**src/sv/multiscale_ema_rnn_cell_macros.svh**
```systemverilog
// Assertion macros shared by the multiscale EMA RNN cell RTL.
`ifndef MULTISCALE_EMA_RNN_CELL_MACROS_SVH
`define MULTISCALE_EMA_RNN_CELL_MACROS_SVH

// Same-cycle implication, disabled while reset is asserted.
`define MER_ASSERT(lbl, clk, rst_n, ante, cons) \
	lbl: assert property (@(posedge clk) disable iff (!rst_n) (ante) |-> (cons)) \
		else $error("mer assertion failed");

// Next-cycle implication, disabled while reset is asserted.
`define MER_ASSERT_NEXT(lbl, clk, rst_n, ante, cons) \
	lbl: assert property (@(posedge clk) disable iff (!rst_n) (ante) |=> (cons)) \
		else $error("mer assertion failed");

`endif

```
**src/sv/mer_pkg.sv**
```systemverilog
// Package: types, codes, defaults and fixed-point functions of the EMA RNN cell.
`default_nettype none
package mer_pkg;

	localparam int N_BANKS_DEF   = 4;
	localparam int MAX_DIM_DEF   = 256;
	localparam int MAX_BATCH_DEF = 4;
	localparam int N_GATES       = 4;
	localparam int APB_AW        = 3;

	// Commands
	localparam logic [1:0] CMD_STEP       = 2'd0;
	localparam logic [1:0] CMD_LOAD_BIAS  = 2'd1;
	localparam logic [1:0] CMD_LOAD_DECAY = 2'd2;
	localparam logic [1:0] CMD_LOAD_MEM   = 2'd3;

	// Register indexes
	localparam logic CFG_BANKS = 1'b0;
	localparam logic CFG_EMIT  = 1'b1;

	typedef struct packed {
		logic [1:0]         command;
		logic [1:0]         batch_index;
		logic [7:0]         dim_index;
		logic [1:0]         bank;
		logic signed [15:0] load_value;
		logic signed [15:0] wx_sum;
		logic signed [15:0] recurrent_sum;
		logic signed [15:0] gate_hidden;
		logic [3:0][15:0]   gate_bank;
	} mer_item_t;

	typedef struct packed {
		logic signed [13:0] hidden;
		logic signed [15:0] preactivation;
		logic signed [15:0] gated_out;
	} mer_result_t;

	typedef struct packed {
		logic [2:0] banks_in_use;
		logic       emit_preactivation;
	} mer_cfg_t;

	// tanh breakpoints at k*0.25, Q0.12
	function automatic logic [12:0] tanh_pt(input logic [5:0] k);
		case (k)
			6'd0:  return 13'd0;
			6'd1:  return 13'd1003;
			6'd2:  return 13'd1893;
			6'd3:  return 13'd2602;
			6'd4:  return 13'd3119;
			6'd5:  return 13'd3475;
			6'd6:  return 13'd3707;
			6'd7:  return 13'd3856;
			6'd8:  return 13'd3949;
			6'd9:  return 13'd4006;
			6'd10: return 13'd4041;
			6'd11: return 13'd4062;
			6'd12: return 13'd4076;
			6'd13: return 13'd4084;
			6'd14: return 13'd4089;
			6'd15: return 13'd4091;
			6'd16: return 13'd4093;
			6'd17: return 13'd4094;
			6'd18: return 13'd4095;
			6'd19: return 13'd4095;
			default: return 13'd4096;
		endcase
	endfunction

	// tanh of a magnitude 0..32768, linear interpolation rounded half up
	function automatic logic [12:0] tanh_mag(input logic [15:0] mag);
		logic [5:0]  k;
		logic [9:0]  f;
		logic [12:0] p0;
		logic [12:0] p1;
		logic [20:0] prod;
		k = mag[15:10];
		f = mag[9:0];
		p0 = tanh_pt(k);
		p1 = tanh_pt(k + 6'd1);
		prod = 21'(p1 - p0) * 21'(f) + 21'd512;
		if (k >= 6'd32) return 13'd4096;
		return p0 + 13'(prod[20:10]);
	endfunction

	function automatic logic [15:0] abs16(input logic signed [15:0] x);
		logic signed [16:0] ext;
		ext = 17'(x);
		if (x[15]) ext = -ext;
		return ext[15:0];
	endfunction

	function automatic logic signed [13:0] tanh_q(input logic signed [15:0] x);
		logic [12:0] t;
		t = tanh_mag(abs16(x));
		if (x[15]) return -$signed({1'b0, t});
		return $signed({1'b0, t});
	endfunction

	// sigmoid as 0.5 +/- tanh(|x|/2)/2, Q0.12
	function automatic logic [12:0] sigmoid_q(input logic signed [15:0] x);
		logic [15:0] m;
		logic [12:0] t;
		m = abs16(x);
		t = tanh_mag({1'b0, m[15:1]});
		if (x[15]) return 13'd2048 - 13'(t[12:1]);
		return 13'd2048 + 13'(t[12:1]);
	endfunction

	// divide by 4096, nearest, ties away from zero
	function automatic logic signed [47:0] round_q12(input logic signed [47:0] v);
		logic signed [47:0] a;
		if (!v[47]) return (v + 48'sd2048) >>> 12;
		a = -v;
		a = (a + 48'sd2048) >>> 12;
		return -a;
	endfunction

	function automatic logic signed [15:0] sat16(input logic signed [47:0] v);
		if (v > 48'sd32767) return 16'sh7fff;
		if (v < -48'sd32768) return 16'sh8000;
		return 16'(v);
	endfunction

endpackage
`default_nettype wire

```
**src/sv/mer_cfg.sv**
```systemverilog
// APB configuration registers of the EMA RNN cell.
`default_nettype none
module mer_cfg (
	input  wire logic                      clk,
	input  wire logic                      arst_n,
	input  wire logic                      psel,
	input  wire logic                      penable,
	input  wire logic                      pwrite,
	input  wire logic [mer_pkg::APB_AW-1:0] paddr,
	input  wire logic [31:0]               pwdata,
	output logic      [31:0]               prdata,
	output logic                           pready,
	output mer_pkg::mer_cfg_t              cfg
);
	logic [2:0] banks_q;
	logic       emit_q;
	logic       wr;

	assign pready = 1'b1;
	assign wr = psel && penable && pwrite;

	// register writes
	always_ff @(posedge clk or negedge arst_n) begin
		if (!arst_n) begin
			banks_q <= 3'd4;
			emit_q  <= 1'b1;
		end else if (wr) begin
			unique case (paddr[2])
				mer_pkg::CFG_BANKS: banks_q <= pwdata[2:0];
				mer_pkg::CFG_EMIT:  emit_q  <= pwdata[0];
				default: ;
			endcase
		end
	end

	// read mux
	always_comb begin
		unique case (paddr[2])
			mer_pkg::CFG_BANKS: prdata = {29'd0, banks_q};
			mer_pkg::CFG_EMIT:  prdata = {31'd0, emit_q};
			default:            prdata = 32'd0;
		endcase
	end

	assign cfg.banks_in_use       = banks_q;
	assign cfg.emit_preactivation = emit_q;
endmodule
`default_nettype wire

```
**config.mk**
```make
export PLATFORM = sky130hd
export DESIGN_NAME = mer_cfg
export DESIGN_NICKNAME = d
export VERILOG_FILES = /design/src/sv/multiscale_ema_rnn_cell_macros.svh /design/src/sv/mer_pkg.sv /design/src/sv/mer_cfg.sv
export SDC_FILE = /design/constraint.sdc
export NUM_CORES = 1
export LEC_CHECK = 0
export ABC_AREA = 1
export BUFFER_PORTS_ARGS = -buffer_cell sky130_fd_sc_hd__buf_2
export CORE_MARGIN = 5
export CORE_UTILIZATION = 28
export DETAILED_ROUTE_END_ITERATION = 16
export PLACE_DENSITY = 0.9
export SLEW_MARGIN = 25
export SYNTH_ARGS = -nofsm -noshare
export SYNTH_HDL_FRONTEND = slang
export SYNTH_SLANG_ARGS = --single-unit
export TNS_END_PERCENT = 1
```
**constraint.sdc**
```tcl
create_clock -name clk -period 1.5 [get_ports clk]
set_input_delay 0.3 -clock clk [delete_from_list [all_inputs] [get_ports clk]]
set_output_delay 0.3 -clock clk [all_outputs]
set_load 0.02 [all_outputs]
```
# Word level (Yosys, flattened, before mapping)
# Index checks and enable logic that the tools add are counted.
[totals]
ff_bits = 4
inputBits = 40
out_inout_bits = 37
[op_classes]
mux = 1
n_bitwise = 1
reduce_logical = 4
[op_table]
columns = ["cell", "n"]
rows = [
  ["case mux 32 bit (2 select lines)", 1],
  ["AND reduction 2 bit", 2],
  ["logical AND 1 bit", 2],
  ["inverter 1 bit", 1],
]

# Longest topological paths before layout
# Gate-level depths: netlist of run 1.
[logic_depth]
word_depth = 3
ltp_mapped = 4
ltp_nobuf = 4

# Worst setup path before layout of run 1
# OpenSTA, ideal clock, no wires.
[synth_timing]
path_type = "flip-flop to output port"
startpoint = "register banks_q[2]"
endpoint = "output prdata[2]"
arrival_time_ps = 910
t_required_ps = 1200
slack_ps = 290
path_stages_with_launch = 3
path_buffers = 0
cell_sequence = "dfstp_2 > inv_1 > nor2_1"
[synth_via]
elab_chain_cells = 1
[synth_rtl]
columns = ["item", "line", "rtl"]
rows = [
  ["start: declaration", "mer_cfg.sv:15", "logic [2:0] banks_q;"],
  ["start signal: assignment", "mer_cfg.sv:29", "mer_pkg::CFG_BANKS: banks_q <= pwdata[2:0];"],
  ["case mux 32 bit (2 select lines)", "mer_cfg.sv:38", "unique case (paddr[2])"],
  ["end: declaration", "mer_cfg.sv:11", "output logic [31:0] prdata,"],
]
# Every way passes these cells. The select of a mux whose other input is x is not followed.

# Worst setup path after layout of run 1
# Same ends and word-level chain as after synthesis.

==> results by group, run 1 <==
Cells and area
  – ANT cells: 0
  – Post-layout util: 0.298
  – Finished Layout Cells: 94
  – Final nets: between 100 and 150
  – Filler cells: 174
  – Layout cells sized above 1: 0.282
  – Layout area overhead: 0%

Routing
  – Aggregate routed wire length: 878 um
  – Vias: approximately 330
  – Post-DRT Antenna Nets: 0
  – 1st-pass router iterations: 3
  – Routed len/inst: 9.34 um
  – Vias per cell: 3.46
  – Iter 0 DRT Violations: 1
  – Remaining routing DRC violations: 0

Global route
  – Largest net degree at the start of global routing: 7
  – GRT Resource Usage Total: 0.0715
  – First-pass GRT wire length: 1360 um
  – Vias in the first global route: 320
  – Initial antenna violation count: 0
  – Congestion Overflow GR: 0

Synthesis
  – Synth area leader: buf_4
  – Main combinational cell family by area after synthesis: buffers and inverters
  – Top-count cell post-synth: buf_4
  – Syn_area_per_cell: a little over 7 um^2
  – Synthesized area: between 400 and 500 um^2
  – EDFF count, synth: 0
  – Synth Area in Simple Gates: 0.203
  – Yosys Warn Count: 0
  – Yosys top cell area share: 0.518
  – Flops & latches, synth: 4
  – Synth Area in Compound Gates: 0
  – Post-synthesis mux area share: 0
  – Post-synth cell types: 11
  – Ranking of synthesized cells by area: buf_4 52%, dfstp_2 12%, dfrtp_1 11%, nand2_1 10%, nand3_1 4.5%
  – Fraction of registers with async set/reset: 1.00
  – Post-Synth XOR/XNOR Area: 0
  – Post-synth top cells: 31 x buf_4, 12 x nand2_1, 4 x nand3_1
  – Sequential area share after synthesis: 0.228
  – Mapped Cells: 62
  – Synth Flop Type: dfstp_2
  – Fraction of the mapped netlist area in adder cells: 0

Place
  – Post-DP HPWL: 789 um
  – I/O Buffers: 15
  – Gp weighted congestion: 0.621
  – Pre-CTS setup slack: 400 ps
  – Placed insts: 90

STA
  – Worst clock skew: 0 ps
  – Final setup margin: 174 ps
  – Final hold violation count: 0
  – Slew Limit Fails: 0
  – RSZ-0062 raised after global routing: false
  – Fmax: 0.754 GHz
  – Minimum clock period: between 1000 and 1500 ps
  – Worst Hold Margin: 299 ps
  – Post-route setup TNS: 0 ps
  – Tcrit/Tclk final: 0.884
  – Final setup viols: 0

CTS
  – Hold buffers post-CTS: 1
  – Clk slew on worst S/H paths: 40 ps
  – Post-CTS setup buffers: 0
  – Cts bufs inserted: 3
  – CTS tree: yes
  – Root buf cell: clkbuf_4
  – Post-CTS Resized: 0
  – Worst-skew pair later-pin latency: 230 ps
  – Clk buf depth: 2
  – CTS Sinks: 4
  – H-tree levels: 1

Power and ir drop
  – Switching component of the power: slightly above 200 uW
  – Internal Power: 270 uW
  – Sw Share: 0.433
  – Power density over the cells: 1060 nW/um^2
  – Clock power share: 0.275
  – Power share of the combinational group: 0.409
  – Sequential Power Share: 0.316
  – Peak VDD IR: 0.327 mV
  – Leakage: 0.000293 uW

Critical path
  – Crit path max fanout: 3
  – CP Cell Sequence: inv_1, nor2_1, buf_2
  – WP data required: 1200 ps
  – WS Path Type: reg2out
  – Slowest-stage cell, CP: dfstp_2
  – Crit-path max cell delay: ~530 ps
  – Worst EP arrival: around 1000 ps
  – Setup crit start kind: flip-flop
  – Crit path capture type: output port

Floorplanning
  – Chip height: 50.1 um
  – Die Wd: 50.1 um
  – Starting Density: 0.298
  – Site row count: 14
  – IO Count: 77
  – Die area: 2510 um^2
  – Core area: 1510 um^2

Flow run
  – Maximum capacitance violations: 0

Outcome
  – Status: finished clean

Min path
  – Min-delay worst type: in2reg
-- sequential cells by signal, indices dropped and copies added, names as in the netlist --
name     cells
banks_q      3
emit_q       1
-- placed cells by master, fill, tap and decap left out --
cell / netlist / final
buf_2: 0 / 15
clkbuf_4: 0 / 3
conb_1: 2 / 30
dfrtp_1: 2 / 2
dfstp_2: 2 / 2
dlygate4sd3_1: 0 / 1
inv_1: 3 / 3
inv_2: 1 / 1
nand2_1: 12 / 12
nand3_1: 4 / 4
nand4_1: 2 / 2
nor2_1: 2 / 2
nor2_2: 1 / 1
-- layout make-up --
cell class                      instances  area, um^2  area share
Multi-Input combinational cell         51         204       0.454
Clock buffer                            3        22.5      0.0501
Timing Repair Buffer                   16        85.1       0.189
Tap cell                               16        20.0      0.0446
Sequential cell                         4         103       0.228
Inverter                                4        15.0      0.0334
-- stage by stage --
stage / instance area (um^2) / total power [uW]
finish: 449 / 477
CTS: 449 / 487
global placement: 417 / 341
detailed placement: 417 / 345
global route: 449 / 513
floorplan: 554 / 355
-- final timing paths --
kind / start / end / slack [ps] / cells past startpoint
worst max-delay path: banks_q[2]$_DFFE_PN1P_ / prdata[2] / 170 / 3
worst min-delay path: pwdata[2] / banks_q[2]$_DFFE_PN1P_ / 300 / 3
worst max register to register: banks_q[2]$_DFFE_PN1P_ / banks_q[2]$_DFFE_PN1P_ / 800 / 2
worst min register to register: banks_q[2]$_DFFE_PN1P_ / banks_q[2]$_DFFE_PN1P_ / 470 / 2
max in group asynchronous: arst_n / banks_q[2]$_DFFE_PN1P_ / 890 / 2
min in group asynchronous: arst_n / banks_q[0]$_DFFE_PN0P_ / 400 / 2
-- layer usage --
metal | up-vias | routed length [um] | track usage
met3 | 2 | 133 | 0.0271
met5 | - | 0 | 0
met2 | 22 | 521 | 0.132
met4 | 0 | 5 | 0.0655
met1 | 142 | 218 | 0.0540
li1 | 159 | - | -
-- power groups by stage --
stage          registers [uW]  logic [uW]  clock network, uW
6_report                  151         195                131
4_1_cts                   151         195                141
3_3_place_gp              152         188                  0
3_5_place_dp              152         193                  0
2_1_floorplan             170         185                  0
5_1_grt                   155         212                147
-- kinds of logic (layout without fill, tap and decap cells) --
family,count (synthesis),after routing
buffers and inverters,35,23
flip-flops,4,4
other,2,30
AND/OR/NAND/NOR,21,21
-- critical path: cells and delay by family, from the launching register on --
| family | cells | cell delay, ps |
|---|---|---|
| flip-flops | 1 | 530 |
| buffers and inverters | 2 | 200 |
| AND/OR/NAND/NOR | 1 | 70 |
No activity file was read; power rests on OpenSTA's default activity.
==> run 2, diff against run 1 <==
ABC_AREA = 0   (was 1)
CORE_UTILIZATION = 29   (was 28)
PLACE_DENSITY = 0.91   (was 0.9)
==> run 2 against run 1 <==
- synthesized area is 1.9% higher
- setup slack worse by 26 ps
- sequential power up 6%
- sequential cell count stayed put
- hold slack gained 8.4 ps
- clock power is essentially flat
- combinational power rose by 17%
- critical endpoint unchanged
- critical path type unchanged
- clock-buffer cell count unchanged
- core utilization increased by 0.58 points
==> results by group, run 2 <==
Outcome
  – Status: finished clean

Synthesis
  – Synth Flop Type: dfstp_2
  – EDFF count, synth: 0 (unchanged)
  – Ranking of synthesized cells by area: buf_4 51%, dfstp_2 11%, dfrtp_1 11%, mux2_4 9.8%, nand4b_4 5.2%
  – Yosys top cell area share: 0.508 (-0.00991)
  – Synth area leader: buf_4
  – Syn_area_per_cell: 9.96 um^2 (+37%)
  – Top-count cell post-synth: buf_4
  – Mapped Cells: 46 (-26%)
  – Synthesized area: 458 um^2 (+1.9%)
  – Flops & latches, synth: 4 (unchanged)
  – Fraction of registers with async set/reset: 1.00 (unchanged)
  – Sequential area share after synthesis: 0.224 (-0.00437)
  – Post-synth top cells: 31 x buf_4, 3 x mux2_4
  – Yosys Warn Count: 0 (unchanged)
  – Post-synth cell types: 9 (-2)

STA
  – Minimum clock period: 1350 ps (+25.9 ps)
  – Final setup viols: 0 (unchanged)
  – Tcrit/Tclk final: 0.901 (+0.0173)
  – Post-route setup TNS: 0 ps (unchanged)
  – Final hold violation count: 0 (unchanged)
  – RSZ-0062 raised after global routing: false
  – Worst clock skew: 0 ps (unchanged)
  – Slew Limit Fails: 0 (unchanged)
  – Fmax: 0.740 GHz (-1.9%)

Power and ir drop
  – Power density over the cells: 1140 nW/um^2 (+6.9%)
  – Switching component of the power: 214 uW (+3.7%)
  – Peak VDD IR: 0.411 mV (+26%)
  – Leakage: 0.000285 uW (-2.7%)
  – Power share of the combinational group: 0.441 (+0.032)
  – Internal Power: 306 uW (+13%)
  – Sequential Power Share: 0.308 (-0.008)
  – Clock power share: 0.252 (-0.023)
  – Sw Share: 0.412 (-0.0212)

Critical path
  – Setup crit start kind: flip-flop
  – WP data required: 1200 ps (about the same)
  – Crit path capture type: output port
  – Crit path max fanout: 3 (unchanged)
  – Worst EP arrival: 1050 ps (+20 ps)
  – WS Path Type: reg2out

Floorplanning
  – Site row count: 14 (unchanged)
  – IO Count: 77 (unchanged)
  – Chip height: 49.7 um (-0.63%)
  – Core area: 1510 um^2 (unchanged)
  – Starting Density: 0.304 (+0.00581)
  – Die Wd: 49.7 um (-0.63%)
  – Die area: 2470 um^2 (-1.3%)

Cells and area
  – Layout cells sized above 1: 0.452 (+0.170)
  – Most common cell after layout, fill and taps aside: conb_1
  – Cell area after layout: 458 um^2 (+1.9%)
  – Largest regs: banks_q x3, emit_q x1
  – Most flops, register: banks_q
  – Final nets: 104 (-13%)
  – Number of flip-flops under the largest register name: 3 (unchanged)
  – Most frequent cells in the layout: 30 x conb_1, 15 x buf_2, 3 x mux2_4, 3 x clkbuf_4
  – Layout area overhead: 0% (unchanged)
  – Filler cells: 167 (-4.0%)
  – ANT cells: 0 (unchanged)

CTS
  – Root buf cell: clkbuf_4
  – Cts bufs inserted: 3 (unchanged)
  – Worst-skew pair later-pin latency: 230 ps (about the same)
  – Post-CTS Resized: 0 (unchanged)
  – Clk buf depth: 2 (unchanged)
  – CTS tree: yes
  – Clk slew on worst S/H paths: 30 ps (about the same)
  – H-tree levels: 1 (unchanged)
  – CTS Sinks: 4 (unchanged)

Global route
  – Initial antenna violation count: 0 (unchanged)
  – GRT Resource Usage Total: 0.0677 (-0.00378)
  – Largest net degree at the start of global routing: 6 (-1)
  – Congestion Overflow GR: 0 (unchanged)
  – Vias in the first global route: 275 (-14%)
  – First-pass GRT wire length: 1260 um (-7.7%)

Routing
  – Routed len/inst: 11.0 um (+17%)
  – Aggregate routed wire length: 856 um (-2.5%)
  – Remaining routing DRC violations: 0 (unchanged)
  – Vias per cell: 3.33 (-3.6%)
  – Iter 0 DRT Violations: 0 (-1)
  – Post-DRT Antenna Nets: 0 (unchanged)
  – Vias: 260 (-20%)
  – 1st-pass router iterations: 1 (-2)

Place
  – DP Area: 425 um^2 (+2.1%)
  – I/O Buffers: 15 (unchanged)
  – Gp weighted congestion: 0.703 (+13%)

Flow run
  – Maximum capacitance violations: 0 (unchanged)

Min path
  – Min-delay worst type: in2reg
## run 2: cell types whose count changed after synthesis, sizes merged, moves of 2 or more
| cell | previous run | this run |
|---|---|---|
| nand2 | 12 | 0 |
| inv | 4 | 0 |
| nor2 | 3 | 0 |
| and2b | 0 | 2 |
| mux2 | 0 | 5 |
| nand3 | 4 | 0 |
## run 2: timing repair
action                    CTS  global route
hold buffers                1             0
hold endpoints to repair    2             0
buffers inserted            0             0
## run 2: critical path, cell delays in order (launching register included)
cell and delay [ps]:
dfstp_2 540, and2b_2 130, buf_2 150
## run 2: metrics by stage
| step | util | hold slack (ps) | power [uW] | instances | setup slack, ps |
|---|---|---|---|---|---|
| 3_5_place_dp | 0.282 | 110 | 390 | 74 | 281 |
| 6_report | 0.304 | 307 | 520 | 78 | 148 |
| 2_1_floorplan | - | 4.41 | 389 | 74 | 413 |
| 4_1_cts | 0.304 | 301 | 527 | 78 | 130 |
| 5_1_grt | 0.304 | 310 | 551 | 78 | 113 |
| 3_3_place_gp | 0.282 | 104 | 381 | 74 | 290 |
## run 2: layout make-up
type | count | area, um^2 | share of cell area
timing repair buffer | 16 | 85.1 | 0.186
clock buffer | 3 | 22.5 | 0.0492
sequential | 4 | 103 | 0.224
multi-input combinational | 39 | 228 | 0.497
tap | 16 | 20.0 | 0.0437
## run 2: worst paths after layout
kind	start	to	slack, ps	cells after the start
max	banks_q[2]$_DFFE_PN1P_	prdata[2]	150	2
min	pwdata[1]	banks_q[1]$_DFFE_PN0P_	310	2
max reg2reg	banks_q[0]$_DFFE_PN0P_	banks_q[0]$_DFFE_PN0P_	730	1
min reg2reg	banks_q[1]$_DFFE_PN0P_	banks_q[1]$_DFFE_PN0P_	550	1
max in group asynchronous	arst_n	banks_q[2]$_DFFE_PN1P_	890	2
min in group asynchronous	arst_n	banks_q[0]$_DFFE_PN0P_	400	2
## run 2: per-layer routing
| metal | track usage | up-vias | part of all wire |
|---|---|---|---|
| li1 | - | 116 | - |
| met1 | 0.0527 | 120 | 0.25 |
| met2 | 0.138 | 22 | 0.61 |
| met3 | 0.0120 | 2 | 0.13 |
| met4 | 0.0524 | 0 | 0.016 |
| met5 | 0 | - | 0 |
## run 2: cell families (layout without fill, tap and decap cells)
| family | Yosys count | in the layout | synth area share |
|---|---|---|---|
| other cells | 2 | 30 | 0.0164 |
| mux | 5 | 5 | 0.148 |
| simple gates | 4 | 4 | 0.104 |
| buf+inv | 31 | 19 | 0.508 |
| flops | 4 | 4 | 0.224 |
## run 2: power groups by stage
stage               Clock, uW  Sequential [uW]  Combinational, uW
floorplan                   0              180                210
global placement            0              159                222
detailed placement          0              162                228
CTS                       136              161                230
global route              142              165                244
finish                    131              160                229
==> run 3, diff against run 2 <==
BUFFER_PORTS_ARGS = -buffer_cell sky130_fd_sc_hd__clkbuf_2   (was -buffer_cell sky130_fd_sc_hd__buf_2)
==> run 3 against run 2 <==
- routed wire length down 2.7%
- die area unchanged
- global-route usage up 0.19 points
- cell count unchanged
- fmax down 0.28%
- sequential power about the same
- first-iteration DRC count up 2
- largest power group unchanged
- register-to-register slack about the same
- largest cell class unchanged
- non-clock buffer count unchanged
- sequential share of layout area unchanged
- power down 0.74%
==> results by group, run 3 (synthesized netlist as in run 2, its figures left out) <==
Routing
  – Aggregate routed wire length: 833 um (-2.7%)
  – Post-DRT Antenna Nets: 0 (unchanged)
  – Remaining routing DRC violations: 0 (unchanged)
  – Vias: 253 (-2.7%)
  – Vias per cell: 3.24 (-2.7%)
  – Iter 0 DRT Violations: 2 (+2)
  – Routed len/inst: 10.7 um (-2.7%)
  – 1st-pass router iterations: 2 (+1)

Cells and area
  – Layout area overhead: 0% (unchanged)
  – ANT cells: 0 (unchanged)
  – Largest regs: banks_q x3, emit_q x1
  – Finished Layout Cells: 78 (unchanged)
  – Layout cells sized above 1: 0.452 (unchanged)
  – Most flops, register: banks_q
  – Most frequent cells in the layout: 30 x conb_1, 15 x clkbuf_2, 3 x mux2_4, 3 x clkbuf_4
  – Number of flip-flops under the largest register name: 3 (unchanged)
  – Most common cell after layout, fill and taps aside: conb_1
  – Final nets: 104 (unchanged)

Global route
  – Vias in the first global route: 269 (-2.2%)
  – Largest net degree at the start of global routing: 6 (unchanged)
  – GRT Max-Usage Layer: met2
  – First-pass GRT wire length: 1300 um (+3.3%)
  – Grt met2 use: 0.125 (-0.0127)
  – GRT Resource Usage Total: 0.0696 (+0.00193)
  – GR Util met1: 0.0620 (+0.00932)
  – Met3 Usage GRT: 0.0241 (+0.0120)
  – Initial antenna violation count: 0 (unchanged)
  – Congestion Overflow GR: 0 (unchanged)

Outcome
  – Status: finished clean

CTS
  – Post-CTS Resized: 0 (unchanged)
  – H-tree levels: 1 (unchanged)
  – CTS tree: yes
  – Clk slew on worst S/H paths: 40 ps (about the same)
  – CTS Sinks: 4 (unchanged)
  – Root buf cell: clkbuf_4
  – Post-CTS setup buffers: 0 (unchanged)
  – Clk buf depth: 2 (unchanged)
  – Worst-skew pair later-pin latency: 230 ps (about the same)
  – Cts bufs inserted: 3 (unchanged)

Critical path
  – Crit path capture type: output port
  – WS Path Type: reg2out
  – Crit path max fanout: 3 (unchanged)
  – Setup crit start kind: flip-flop
  – Worst EP arrival: 1060 ps (about the same)
  – WP data required: 1200 ps (about the same)

Place
  – Gp weighted congestion: 0.688 (-2.1%)
  – Placed insts: 74 (unchanged)
  – I/O Buffers: 15 (unchanged)

STA
  – Worst Hold Margin: 309 ps (+2.31 ps)
  – Fmax: 0.738 GHz (-0.28%)
  – Minimum clock period: 1360 ps (+3.79 ps)
  – Tcrit/Tclk final: 0.904 (+0.00253)
  – Final hold violation count: 0 (unchanged)
  – Worst clock skew: 0 ps (unchanged)
  – Slew Limit Fails: 0 (unchanged)
  – Final setup viols: 0 (unchanged)
  – Post-route setup TNS: 0 ps (unchanged)
  – RSZ-0062 raised after global routing: false

Floorplanning
  – Core area: 1510 um^2 (unchanged)
  – Starting Density: 0.304 (unchanged)
  – Site row count: 14 (unchanged)
  – Die area: 2470 um^2 (unchanged)
  – Chip height: 49.7 um (unchanged)
  – Die Wd: 49.7 um (unchanged)
  – IO Count: 77 (unchanged)

Power and ir drop
  – Power density over the cells: 1130 nW/um^2 (-0.74%)
  – Leakage: 0.000287 uW (+0.41%)
  – Peak VDD IR: 0.520 mV (+27%)

Flow run
  – Maximum capacitance violations: 0 (unchanged)

Min path
  – Min-delay worst type: in2reg
run 3: cell count changes in the layout (fill, tap and decap cells not counted):
cell      before  now
buf_2         15    0
clkbuf_2       0   15
run 3: area by class of cell:
class | count | area [um^2]
Sequential cell | 4 | 103
Timing Repair Buffer | 16 | 85.1
Clock buffer | 3 | 22.5
Tap cell | 16 | 20.0
Fill cell | 158 | 1050
Multi-Input combinational cell | 39 | 228
run 3: where the power goes:
part / internal [uW] / switching [uW]
Clock: 89.1 / 38.0
Sequential: 142 / 19.5
Combinational: 74.1 / 154
Total: 305 / 211
run 3: per-stage QoR:
| step | power (uW) | cell area (um^2) | setup WS (ps) | utilization |
|---|---|---|---|---|
| floorplan | 389 | 563 | 413 | - |
| global placement | 381 | 425 | 283 | 0.282 |
| detailed placement | 389 | 425 | 271 | 0.282 |
| CTS | 527 | 458 | 125 | 0.304 |
| global route | 556 | 458 | 99.4 | 0.304 |
| finish | 516 | 458 | 144 | 0.304 |
run 3: final timing paths:
path	startpoint	to	slack [ps]	cells past startpoint
worst max-delay path	banks_q[2]$_DFFE_PN1P_	prdata[2]	140	2
worst min-delay path	pwdata[1]	banks_q[1]$_DFFE_PN0P_	310	2
worst max register to register	banks_q[1]$_DFFE_PN0P_	banks_q[1]$_DFFE_PN0P_	730	1
worst min register to register	banks_q[0]$_DFFE_PN0P_	banks_q[0]$_DFFE_PN0P_	550	1
max in group asynchronous	arst_n	banks_q[2]$_DFFE_PN1P_	880	2
min in group asynchronous	arst_n	banks_q[1]$_DFFE_PN0P_	410	2
run 3: worst max-delay path, stage by stage (launching register included):
cell,delay [ps]
dfstp_2,540
and2b_2,130
clkbuf_2,160
run 3: metal layers:
metal	share of wire	routed length [um]	vias to the layer above
met2	0.59	488	22
met1	0.28	236	113
li1	-	-	116
met5	0	0	-
met4	0.017	14	0
met3	0.11	94	2
run 3: timing repair:
action,in CTS,in global routing
endpoints found under the setup margin,0,0
hold endpoints to repair,2,0
hold buffers,1,0
